### config.mk
export PLATFORM = sky130hd
export DESIGN_NAME = bap_div
export DESIGN_NICKNAME = d
export VERILOG_FILES = /design/src/bap_pkg.sv /design/src/bap_div.sv
export SDC_FILE = /design/constraint.sdc
export NUM_CORES = 1
export LEC_CHECK = 0
export ABC_CLOCK_PERIOD_IN_PS = 3550
export BUFFER_PORTS_ARGS = -buffer_cell sky130_fd_sc_hd__buf_2
export CAP_MARGIN = 20
export CORE_ASPECT_RATIO = 1.4
export CORE_MARGIN = 2
export CORE_UTILIZATION = 59
export DETAILED_ROUTE_END_ITERATION = 12
export PLACE_DENSITY = 0.81
export SLEW_MARGIN = 20
export SYNTH_ARGS = -nofsm -noshare
export SYNTH_HDL_FRONTEND = slang
export SYNTH_SLANG_ARGS = --single-unit
### constraint.sdc
create_clock -name clk -period 3.55 [get_ports clk]
set_input_delay 0.355 -clock clk [delete_from_list [all_inputs] [get_ports clk]]
set_output_delay 0.355 -clock clk [all_outputs]
set_load 0.01 [all_outputs]
### src/bap_pkg.sv
// Package for the block average pixelate unit.
// Register and state codes, field widths, a shared struct; depends on nothing.
`timescale 1ns / 1ps
package bap_pkg;
  localparam int SumW = 20;
  localparam int EntryW = 4 * SumW;

  // Patch and block limits; the port and counter widths are sized for these.
  localparam int MaxWidth = 4096;
  localparam int MaxBlock = 64;
  localparam int MinBlock = 8;

  typedef enum logic [1:0] {
    REG_BLOCK_SIZE   = 2'd0,
    REG_PATCH_WIDTH  = 2'd1,
    REG_PATCH_HEIGHT = 2'd2,
    REG_NONE         = 2'd3
  } reg_index_t;

  typedef enum logic [1:0] {
    ST_IDLE = 2'd0,
    ST_READ = 2'd1,
    ST_DIV  = 2'd2,
    ST_OUT  = 2'd3
  } state_t;

  // Item handed from the accumulate stage to the divider.
  typedef struct packed {
    logic [8:0]        block_col;
    logic [8:0]        block_row;
    logic [EntryW-1:0] sums;
    logic [12:0]       count;
    logic              final_block;
  } div_req_t;
endpackage

### src/bap_div.sv
// Restoring divider that divides four channel sums by one pixel count.
// One quotient bit per cycle for all four channels; uses bap_pkg.
`timescale 1ns / 1ps
module bap_div (
  input  logic              clk,
  input  logic              rst,
  input  logic              start,
  input  bap_pkg::div_req_t req,
  output logic              busy,
  output logic              done,
  output logic [31:0]       quot
);
  localparam int SW = bap_pkg::SumW;

  logic [SW-1:0]  rem [4];
  logic [SW-1:0]  num [4];
  logic [7:0]     q [4];
  logic [12:0]    den;
  logic [4:0]     cnt;
  logic [SW:0]    trial [4];

  // One shift-subtract step per channel.
  always_comb begin
    for (int c = 0; c < 4; c++) begin
      trial[c] = {rem[c], num[c][SW-1]} - {8'd0, den};
    end
  end

  always_ff @(posedge clk) begin
    if (rst) begin
      busy <= 1'b0;
      done <= 1'b0;
    end else begin
      done <= 1'b0;
      if (start) begin
        busy <= 1'b1;
        cnt  <= 5'(SW);
        den  <= req.count;
        for (int c = 0; c < 4; c++) begin
          num[c] <= req.sums[c*SW +: SW];
          rem[c] <= '0;
          q[c]   <= '0;
        end
      end else if (busy) begin
        for (int c = 0; c < 4; c++) begin
          num[c] <= {num[c][SW-2:0], 1'b0};
          if (!trial[c][SW]) begin
            rem[c] <= trial[c][SW-1:0];
            q[c]   <= {q[c][6:0], 1'b1};
          end else begin
            rem[c] <= {rem[c][SW-2:0], num[c][SW-1]};
            q[c]   <= {q[c][6:0], 1'b0};
          end
        end
        cnt <= cnt - 5'd1;
        if (cnt == 5'd1) begin
          busy <= 1'b0;
          done <= 1'b1;
        end
      end
    end
  end

  assign quot = {q[3], q[2], q[1], q[0]};

`ifndef ASSERT_OFF
  a_no_start_busy: assert property (@(posedge clk) disable iff (rst) start |-> !busy)
    else $error("divider started while busy");
  a_done_after_busy: assert property (@(posedge clk) disable iff (rst)
    done |-> $past(busy)) else $error("done without work");
  a_den_nonzero: assert property (@(posedge clk) disable iff (rst)
    start |-> req.count != 13'd0) else $error("zero pixel count");
`endif
endmodule

==> impl_metrics.ini <==
[outcome]
outcome = finished clean

[cts]
postCtsSetupBuffers = 0
h-tree-depth = 1
clockBufferDepth = 3
clkTransAtPathRegs_ps = 60
cts_num_sinks = 212
cts_tree = yes
tritoncts.num_buffers = 22
ctsResizeCount = 0
ctsHoldBuffers = 0
insertion_delay_ps = 510
cts-root-buf = clkbuf_16

[sta]
setup_viol_count_final = 0
drv_slew = 0
whs_ps = 25.6
finClkSkew_ps = 12.3
period_share_pct = 95.5
tightest_slew_ps = 822
hold_viol_final = 0
rsz0062_at_grt = false
period_minus_slack_ps = 3390
max-slew-margin-rel_pct = 45.2
fmax_mhz = 295
tns_ps = 0

[die]
die_h_um = 171
coreArea_mm2 = 0.0197
num_rows = 61
die_w_um = 123
io_pins = 149
initial_utilization_pct = 59.6
dieArea_mm2 = 0.0211

[grt]
overflow = 0
antenna_found_initial = 0
use_met1_pct = 30.6
grt_first_pass_wirelength_um = 40900
busiest_layer = met2
first_global_vias = 8592
met2_usage_pct = 41.2
grtUsageTotal_pct = 24.2
grt_max_degree = 80
grt.met3_usage_pct = 4.33

[synth]
yosys.area_share.adder_pct = 6.44
syn_avg_cell_area_um2 = 11.1
synth_top_family_by_area = simple AND/OR/NAND/NOR gates
synth-compound-area-share_pct = 15.1
netlist_area_mm2 = 0.0117
synthArstFlopShare_pct = 0
ys_seq_elements = 212
synth_warnings = 0
ys.flop_type = edfxtp_1
synth-simple-area-share_pct = 15.8
muxShareOfSynthArea_pct = 2.74
synth_edf_count = 207
synth_nets = 1230
ys_seq_area_share_pct = 53.8
synth-xor-area-share_pct = 3.51
synthDistinctLibCells = 69
synthCells = 1057

[pwr]
ir_drop_mv = 0.406
power.leakage_nw = 5.43
finalPower_w = 0.00624
power_density_mw_per_mm2 = 463

[place]
dp_hpwl_um = 17200
gp_congestion = 0.920
io_buffers = 129
placed_cells = 1418

[drt]
via_per_inst = 6.03
drt-total-wl_um = 25400
vias = 8786
dr.first_iter.drc_count = 543
first_pass_iters = 5
remaining_drc_errors = 0
ant_nets = 0
wl_per_cell_um = 17.4

[worst_setup_path]
rr_startpoint = den[12]
endpoint_kind = flip-flop
worstPathRequired_ps = 3930
crit_type = reg2reg
crit_start = den[12]
crit_path_start_kind = flip-flop
reg2reg_slack_ps = 160
critical_path_arrival_ps = 3760
cp_max_fo = 4

[final_layout]
area_growth_pct = 14.7
finalNetCount = 1363
num_antenna_cells = 0
drive_above_1_share_pct = 17.3
stdcell_count = 1457

[flow_run]
drv_cap = 0

[worst_hold_path]
holdCritPathClass = in2reg
holdCritStartpoint = req[10]
[final cells by class]
cell class,count,area (um^2)
clock buffers,25,583
clock inverters,14,119
fillers,1501,6220
inverters,38,143
multi-input cells,762,5150
flip-flops and latches,212,6320
well taps,252,315
repair buffers,154,846
[layout by cell type, fill, tap and decap left out, types with 10 or more instances in the layout]
master / synthesis / final
edfxtp_1: 207 / 207
buf_2: 3 / 129
nand2_1: 102 / 102
nor2_1: 97 / 97
a22o_1: 61 / 61
a21oi_1: 56 / 56
ha_1: 54 / 54
o21ai_0: 41 / 41
inv_1: 38 / 37
and2_1: 33 / 33
mux2i_1: 31 / 31
xnor2_1: 28 / 28
nand2b_1: 25 / 25
buf_4: 0 / 24
clkbuf_16: 0 / 23
xor2_1: 19 / 19
nand3_1: 16 / 16
nor3_1: 17 / 16
or3_1: 14 / 14
or4_1: 13 / 12
a21o_1: 11 / 11
o21a_1: 11 / 11
nor2b_1: 11 / 10
a211oi_1: 10 / 10
[cell usage after synthesis, drive strengths merged (13+ instances only)]
library cell	number	share of area, %
xnor2	28	2.1
a22o	61	4.6
xor2	19	1.4
edfxtp	207	53
mux2i	31	2.6
nand2	102	3.3
nor2	97	3.1
or4	13	0.83
nand2b	25	1.3
ha	54	5.8
or3	14	0.75
clkbuf	36	1.2
o21ai	41	1.7
inv	38	1.2
nor3	17	0.72
and2	33	1.8
a21oi	56	2.4
nand3	16	0.68
[registers in the layout, summed over array words and instances (netlist names)]
name and count:
rem 80, done 1, cnt 5, busy 1, num 80, q 32, den 13
[stage by stage]
| step | utilization (%) | setup WS (ps) | instance area, um^2 |
|---|---|---|---|
| 2_1_floorplan | - | 307 | 11700 |
| 3_3_place_gp | 64.7 | 197 | 12700 |
| 3_5_place_dp | 64.7 | 83.4 | 12700 |
| 4_1_cts | 68.3 | 61.0 | 13500 |
| 5_1_grt | 68.4 | 30.7 | 13500 |
| 6_report | 68.4 | 161 | 13500 |
[final timing paths]
check | to | cells past startpoint
worst max-delay path | rem[0][18] | 9
worst max register to register | rem[0][18] | 9
worst min register to register | num[2][0] | 1
worst min-delay path | den[9] | 1
[power breakdown]
| group | switching (W) | total [W] | leakage, nW | internal [W] |
|---|---|---|---|---|
| logic | 0.000556 | 0.000969 | 3.01 | 0.000413 |
| registers | 0.0000758 | 0.00299 | 2.07 | 0.00292 |
| clock network | 0.000959 | 0.00228 | 0.350 | 0.00132 |
| total | 0.00159 | 0.00624 | 5.43 | 0.00465 |
[worst max-delay path: stages, from the launching register on]
cell and delay (ps):
edfxtp_1 320, inv_1 190, ha_1 310, or4_1 570
or2_1 280, or3_1 380, a311o_1 360, a211o_1 310
or4_1 470, nand2_1 80
[per-layer routing]
| layer | wire length [um] | part of all wire, % |
|---|---|---|
| met5 | 0 | 0 |
| met4 | 692 | 2.7 |
| met3 | 1520 | 6.0 |
| met2 | 12700 | 50 |
| met1 | 10500 | 41 |
[cell families after synthesis]
family                     count (synthesis)
adders and majority gates                 58
DFF                                      212
and+or+nand+nor                          373
AOI/OAI and AO/OA                        252
xor gates and xnor gates                  47
buffers and inverters                     83
muxes                                     32
No activity file was read; power rests on OpenSTA's default activity.
