## src/bap_ram.sv

```systemverilog
// Generic single-port-write, single-read RAM with registered read data.
// Depends on nothing.
`timescale 1ns / 1ps
module bap_ram #(
  parameter int Width = 8,
  parameter int Depth = 16
) (
  input  logic                     clk,
  input  logic                     we,
  input  logic [$clog2(Depth)-1:0] waddr,
  input  logic [Width-1:0]         wdata,
  input  logic [$clog2(Depth)-1:0] raddr,
  output logic [Width-1:0]         rdata
);
  logic [Width-1:0] mem [Depth];

  // Write port and registered read port.
  always_ff @(posedge clk) begin
    if (we) begin
      mem[waddr] <= wdata;
    end
    rdata <= mem[raddr];
  end
endmodule

```

## config.mk

```make
export PLATFORM = sky130hd
export DESIGN_NAME = bap_ram
export DESIGN_NICKNAME = d
export VERILOG_FILES = /design/src/bap_ram.sv
export SDC_FILE = /design/constraint.sdc
export NUM_CORES = 1
export LEC_CHECK = 0
export BUFFER_PORTS_ARGS = -buffer_cell sky130_fd_sc_hd__buf_2
export CAP_MARGIN = 40
export CORE_MARGIN = 5
export CORE_UTILIZATION = 40
export DETAILED_ROUTE_END_ITERATION = 10
export GPL_ROUTABILITY_DRIVEN = 0
export GPL_TIMING_DRIVEN = 0
export HOLD_SLACK_MARGIN = 0.03
export PLACE_DENSITY = 0.56
export SYNTH_ARGS = -nofsm -noshare
export SYNTH_HDL_FRONTEND = slang
export SYNTH_SLANG_ARGS = --single-unit
```

## constraint.sdc

```tcl
create_clock -name clk -period 2.4 [get_ports clk]
set_clock_uncertainty 0.15 [all_clocks]
set_input_delay 0.36 -clock clk [delete_from_list [all_inputs] [get_ports clk]]
set_output_delay 0.36 -clock clk [all_outputs]
set_load 0.02 [all_outputs]
```

==> impl_results.md, run 1 <==
- Clock share of power: 50.1%
- R2r setup slk: 0.78 ns
- Crit Path Class: input pin to flop
- Max_cap viols: 0
- Area delta synth->final: 20.4%
- Layout Cells excl Fill: ~460
- Initial Util: 40.8%
- Class of the worst hold path: input pin to flop
- Tot Pwr: about 6 mW
- Ports: 26
- Synth unique cells: 19
- Port bufs: 24
- FP Rows: 41
- Antenna viol nets, final: 0
- Antenna violations before repair: 0
- Hold EP: mem[7][6]
- Fin nets: between 200 and 300
- Pleak: between 2 and 2.5 nW
- Via count: between 2,000 and 2,500
- Int Power: about 4.8 mW
- ANT cells: 0
- Net Sw Power: roughly 1.1 mW
- Worst EP arrival: around 1.7 ns
- Crit Reg-Reg Startpoint: mem[5][0]
- Worst Tran Pin Value: slightly below 0.9 ns
- Detailed router's first-iteration violation count: roughly 220
- Status: complete, no violations
- TNS Setup: 0 ns
- Sink Count: about 140
- Worst hold path startpoint: wdata[6]
- CTS H-tree depth: 4
- Die H: between 100 and 150 µm
- Vias in the first global route: 2,388
- Setup violators final: 0
- Max Freq: between 500 and 600 MHz
- Combinational Power Share: 4.6%
- YS warnings: 0
- DP Cell Count: roughly 430
- Slew Viols, Final: 0
- Worst r2r dst: rdata[0]
- Via density: between 5 and 6
- Mapped Cells: approximately 230
- Synthesized Nets: 247
- RSZ-0062 raised after global routing: false
- R2R depth: 3
- Clock Latency Late Sink: approximately 0.40 ns
- Share of layout cells above drive strength 1: 30.6%
- Power Dens Cells: around 950 mW/mm²
- Crit. End Element: flop
- Clock-pin slew on the worst setup and hold paths: about 0.060 ns
- Synthesized area: just over 0.005 mm²
- Residual DRC count: 0
- Hold Path Stages: 1
- Final period utilization: between 70 and 80%
- FF+latch count, synth: around 140
- Crit-path max FO: 8
- First-pass GRT wire length: roughly 15,000 µm
- CTS tree: built
- Clk buf depth: 2
- Die W: 123 µm
- Register area share after synthesis: ~78%
- CP Launch Type: input pin
- Pin count of the biggest net entering global routing: 17
- Total global-route track usage: roughly 14%
- DIE AREA: 0.0152 mm²
- Total core area: ~0.013 mm²
- Maximum vdd ir drop: between 0.5 and 0.6 mV
- Post-DP Area: about 0.0055 mm²
- Critical Path RT: around 2.3 ns
- Cts bufs inserted: 17
- Synthesized area per cell: between 20 and 25 µm²
- Switching part of the total: between 10% and 20%
- Hold Fails Final Rpt: 0
- Drt pass-1 iters: 4
- Min Tclk post-route: between 1.5 and 2 ns
- Max transition margin: roughly two fifths
- Fin area: ~0.0062 mm²
- Resized cells post-CTS: 0
- Root buffer cell: clkbuf_16
- WL final: around 10,000 µm
- Part of the power in registers: ~45%
- Post-DP HPWL: about 6500 µm
- Setup bufs post-CTS: 0
- Hold buffer count at cts: 0
- GRT overflow: 0
- Worst hold slack: 0.206 ns
- Routed WL per cell: roughly 22 µm
## synth_stat cells, drive strengths merged
| master | instances | area [µm²] |
|---|---|---|
| nand3 | 1 | 5.00 |
| edfxtp | 128 | 3840 |
| nor2 | 13 | 48.8 |
| or3b | 1 | 8.76 |
| and2 | 1 | 6.26 |
| nand3b | 2 | 15.0 |
| mux4 | 32 | 773 |
| and2b | 1 | 7.51 |
| clkdlybuf4s25 | 3 | 30.0 |
| nor3 | 4 | 20.0 |
| dfxtp | 8 | 160 |
| buf | 7 | 56.3 |
| nor2b | 1 | 6.26 |
| nand2b | 2 | 12.5 |
| nand2 | 9 | 33.8 |
| a22oi | 16 | 120 |
## metrics by stage
stage	utilization (%)	setup slack (ns)
CTS	49.1	0.603
finish	49.1	0.594
global route	49.1	0.550
floorplan	-	0.397
global placement	43.4	-0.218
detailed placement	43.7	0.185
## worst max-delay path: stages
cell	delay (ns)
buf_2	0.11
or3b_2	0.54
nor2_1	0.66
## kinds of logic after synthesis
logic type | count (synthesis) | share of synthesized area [%]
multiplexers | 32 | 15.0
flip-flops | 136 | 77.8
AO/OA/AOI/OAI | 16 | 2.33
AND/OR/NAND/NOR | 35 | 3.18
buffers and inverters | 10 | 1.68
## cell usage in the layout, fill, tap and decap left out
cell type,count
mux4_1,14
buf_6,3
mux4_2,18
or3b_2,1
clkinvlp_4,2
nand3b_1,2
edfxtp_1,128
nand2b_1,2
clkdlybuf4s25_2,3
clkinv_4,1
buf_2,32
nand2_1,9
nor2_1,13
buf_4,2
a22oi_1,16
clkinv_1,1
and2_1,1
nand3_1,1
nor3_1,4
and2b_1,1
dfxtp_1,8
clkinv_2,3
clkbuf_16,17
clkbuf_1,1
nor2b_1,1
bufinv_16,7
## sequential cells by signal (all words and copies together) (netlist names)
register	count
mem	128
rdata	8
## power by group through the flow
stage,combinational (mW),clock [mW],sequential (mW)
floorplan,0.135,0,2.74
global placement,0.269,0,2.71
detailed placement,0.277,0,2.72
CTS,0.278,2.99,2.67
global route,0.293,3.11,2.67
finish,0.273,2.95,2.67
## routing by layer
layer,routed length (µm),GRT usage (%),vias up,share of wire [%]
met2,4980,23.0,63,50
met3,469,3.57,8,4.7
met5,0,0,-,0
met4,142,5.61,0,1.4
li1,-,-,1072,-
met1,4420,18.8,1223,44
## layout make-up
cell class / instances / area (µm²)
Buffer: 10 / 86.3
Clock buffer: 18 / 429
Clock inverter: 14 / 253
Fill cell: 1053 / 6420
Multi-Input combinational cell: 83 / 1060
Sequential cell: 136 / 4000
Tap cell: 172 / 215
Timing Repair Buffer: 30 / 153
## how the worst max path moves through the flow
stage          slack [ns]   endpoint  startpoint
4_1_cts              0.60  mem[3][0]    waddr[2]
5_1_grt              0.55  mem[1][0]    waddr[2]
2_1_floorplan        0.40  mem[0][0]    waddr[2]
3_3_place_gp        -0.22  mem[0][7]    waddr[2]
6_report             0.59  mem[3][0]    waddr[2]
3_5_place_dp         0.18  mem[1][7]    waddr[2]
(Power assumes the default switching activity.)
==> inputs of run 2 (changes only) <==
--- a/config.mk
+++ b/config.mk
@@ -5,6 +5,7 @@
 export SDC_FILE = /design/constraint.sdc
 export NUM_CORES = 1
 export LEC_CHECK = 0
+export ABC_AREA = 1
 export BUFFER_PORTS_ARGS = -buffer_cell sky130_fd_sc_hd__buf_2
 export CAP_MARGIN = 40
 export CORE_MARGIN = 5
==> constraint.sdc (replaced) <==
create_clock -name clk -period 1.8 [get_ports clk]
set_clock_uncertainty 0.15 [all_clocks]
set_input_delay 0.27 -clock clk [delete_from_list [all_inputs] [get_ports clk]]
set_output_delay 0.27 -clock clk [all_outputs]
set_load 0.02 [all_outputs]
==> run 2 against run 1 <==
  * Global-route usage up 3.9 points
  * Clock-buffer cell count unchanged
  * Sequential power up 33%
  * Sequential cell count unchanged
  * Power up 32%
  * Worst setup slack worse by 0.26 ns
  * Critical path depth unchanged
  * Combinational power up 78%
  * Largest power group unchanged
  * Sequential share of layout area down 5.6 points
==> impl_results.md, run 2 <==
- Routed WL per cell: 17.9 µm (was 21.6 µm)
- R2r setup slk: 0.63 ns (was 0.78 ns)
- Worst Tran Pin Value: 0.891 ns (was 0.886 ns)
- Class of the worst hold path: input pin to flop (unchanged)
- Largest register FFs: 128 (unchanged)
- Clock Latency Late Sink: 0.42 ns (was 0.40 ns)
- CTS tree: built (unchanged)
- Fin nets: 616 (was 296)
- Post-synth top area share: 66.7% (was 74.7%)
- Crit path largest cell delay: 0.72 ns (was 0.66 ns)
- GRT overflow: 0 (unchanged)
- Min Tclk post-route: 1.47 ns
- Clk buf depth: 2 (unchanged)
- Fin area: 0.00678 mm² (was 0.00620 mm²)
- Worst r2r dst: rdata[7] (was rdata[0])
- Total core area: 0.0140 mm² (was 0.0126 mm²)
- Worst hold path startpoint: wdata[2] (was wdata[6])
- Hold Fails Final Rpt: 0 (unchanged)
- Sink Count: 136 (unchanged)
- Resized cells post-CTS: 0 (unchanged)
- Buffers & Inverters on Critical Path: 1 (unchanged)
- Most common cell after layout, fill and taps aside: nand2_1 (was edfxtp_1)
- R2R depth: 6 (was 3)
- Pin count of the biggest net entering global routing: 17 (unchanged)
- TNS Setup: 0 ns (unchanged)
- Hold Path Stages: 1 (unchanged)
- Total global-route track usage: 18.2% (was 14.3%)
- Post-synthesis async set-or-reset flop share: 0% (unchanged)
- Synth unique cells: 12 (was 19)
- Net Sw Power: 1.63 mW (was 1.08 mW)
- Switching part of the total: 21.0% (was 18.4%)
- Primary FF master, synth: edfxtp_1 (unchanged)
- Worst EP arrival: 1.36 ns (was 1.68 ns)
- Synthesized area: 0.00577 mm² (was 0.00515 mm²)
- Biggest area consumer among synthesized cells: edfxtp_1 (unchanged)
- Crit Reg-Reg Startpoint: mem[14][7] (was mem[5][0])
- FF+latch count, synth: 136 (unchanged)
- Register area share after synthesis: 69.4% (was 77.8%)
- Clock share of power: 47.8% (was 50.1%)
- First-pass GRT wire length: 22,000 µm (was 14,700 µm)
- Final period utilization: around four fifths
- Max transition margin: 40.4% (was 40.7%)
- Post-DP Area: 0.00612 mm² (was 0.00552 mm²)
- Synthesized area per cell: 10.5 µm² (was 22.5 µm²)
- Worst hold slack: 0.116 ns (was 0.206 ns)
- CP Launch Type: input pin (unchanged)
- Setup violators final: 0 (unchanged)
- Commonest cells in the netlist: nand2_1, edfxtp_1, inv_1, nand3_1, nor2_1 (was edfxtp_1, mux4_2, a22oi_1, mux4_1, nor2_1)
- WL final: 14,200 µm (was 10,000 µm)
- Die W: 130 µm (was 123 µm)
- Int Power: 6.12 mW (was 4.81 mW)
- Post-DP HPWL: 9420 µm (was 6540 µm)
- Vias in the first global route: 3,910 (was 2,388)
- Drt pass-1 iters: 5 (was 4)
- Delay-heaviest family, CP: simple AND/OR/NAND/NOR gates (unchanged)
- Antenna violations before repair: 0 (unchanged)
- Hold EP: mem[7][2] (was mem[7][6])
- Pleak: 2.95 nW (was 2.10 nW)
- Residual DRC count: 0 (unchanged)
- Mapped Cells: 551 (was 229)
- Crit Path Class: input pin to flop (unchanged)
- DIE AREA: 0.0169 mm² (was 0.0152 mm²)
- Largest regs: mem (128), rdata (8) (unchanged)
- Critical Path RT: 1.69 ns (was 2.28 ns)
- FP Rows: 43 (was 41)
- ANT cells: 0 (unchanged)
- Initial Util: 41.2% (was 40.8%)
- Ports: 26 (unchanged)
- YS warnings: 0 (unchanged)
- Power Dens Cells: 1140 mW/mm² (was 950 mW/mm²)
- Combinational Power Share: 6.3% (was 4.6%)
- Antenna viol nets, final: 0 (unchanged)
- Top post-synthesis cells by area: edfxtp_1, nand2_1, nand3_1 (was edfxtp_1, mux4_2, mux4_1)
- Post-synth EDFFs: 128 (unchanged)
- Critical path cell sequence: buf_2, nand3b_1, nor2_1 (was buf_2, or3b_2, nor2_1)
- Slew Viols, Final: 0 (unchanged)
- Crit. End Element: flop (unchanged)
- Die H: 130 µm (was 123 µm)
- Max_cap viols: 0 (unchanged)
- Hold buffer count at cts: 0 (unchanged)
- Area delta synth->final: 17.6% (was 20.4%)
- Clock-pin slew on the worst setup and hold paths: 0.06 ns (about the same)
- Setup bufs post-CTS: 0 (unchanged)
- Cts bufs inserted: 17 (unchanged)
- Port bufs: 22 (was 24)
- Crit-path max FO: 8 (unchanged)
- Maximum vdd ir drop: 0.651 mV (was 0.570 mV)
- Tot Pwr: 7.75 mW (was 5.89 mW)
- RSZ-0062 raised after global routing: false (unchanged)
- Via density: 4.82 (was 5.11)
- Slowest stage cell on the critical path: nor2_1 (unchanged)
- Max Freq: 682 MHz
- Commonest non-fill, non-tap cells in the layout: nand2_1, edfxtp_1, inv_1, nand3_1, buf_2 (was edfxtp_1, buf_2, mux4_2, clkbuf_16, a22oi_1)
- Synthesized Nets: 569 (was 247)
- CTS H-tree depth: 4 (unchanged)
- Root buffer cell: clkbuf_16 (unchanged)
- Via count: 3,811 (was 2,366)
- Detailed router's first-iteration violation count: 324 (was 215)
- Part of the power in registers: 45.9% (was 45.3%)
- Biggest register: mem (unchanged)
- Most frequent cell after synthesis: nand2_1 (was edfxtp_1)
- Share of layout cells above drive strength 1: 13.3% (was 30.6%)
- Status: complete, no violations (unchanged)
-- run 2: changes by cell type after synthesis, moves of 4 or more --
cell and change:
mux4_2 -18, buf_2 +10, nand3_1 +96, nor3_1 -4, nand2_1 +164, inv_1 +100
a22oi_1 -16, nor2_1 +4, mux4_1 -14
-- run 2: through the flow --
step | setup slack [ns] | cells | util (%)
after CTS | 0.318 | 788 | 48.3
after global routing | 0.265 | 791 | 48.5
after global placement | -0.0875 | 753 | 43.6
final | 0.335 | 791 | 48.5
after detailed placement | -0.125 | 756 | 43.8
after floorplan | 0.429 | 551 | -
-- run 2: cells by family after synthesis --
| kind of cell | Yosys count | share of synthesized area (%) |
|---|---|---|
| and+or+nand+nor | 289 | 21.0 |
| DFF | 136 | 69.4 |
| buffers and inverters | 126 | 9.52 |
-- run 2: final cells by class --
cell class / instances / area, µm²
Buffer: 24 / 166
Clock buffer: 18 / 429
Clock inverter: 14 / 204
Fill cell: 1305 / 7210
Inverter: 102 / 383
Multi-Input combinational cell: 289 / 1210
Sequential cell: 136 / 4000
Tap cell: 180 / 225
Timing Repair Buffer: 28 / 155
-- run 2: how the worst max path moves through the flow --
stage | startpoint | to | slack, ns | cells after the start
global route | waddr[2] | mem[8][5] | 0.27 | 3
floorplan | waddr[2] | mem[10][0] | 0.43 | 2
finish | waddr[3] | mem[5][5] | 0.33 | 3
detailed placement | waddr[3] | mem[4][6] | -0.12 | 3
CTS | waddr[3] | mem[5][5] | 0.32 | 3
global placement | waddr[3] | mem[7][1] | -0.09 | 3
-- run 2: power by group through the flow --
stage                     combinational [mW]  sequential (mW)  clock [mW]
after floorplan                        0.250             3.65           0
after global placement                 0.478             3.62           0
after detailed placement               0.484             3.62           0
after CTS                              0.486             3.56        3.75
after global routing                   0.536             3.56        3.89
final                                  0.487             3.56        3.70
-- run 2: per-layer routing --
layer  global-route usage, %  routed length, µm
met3                    4.30                918
met4                    8.01                316
met2                    28.4               6630
met5                       0                  0
met1                    24.4               6330
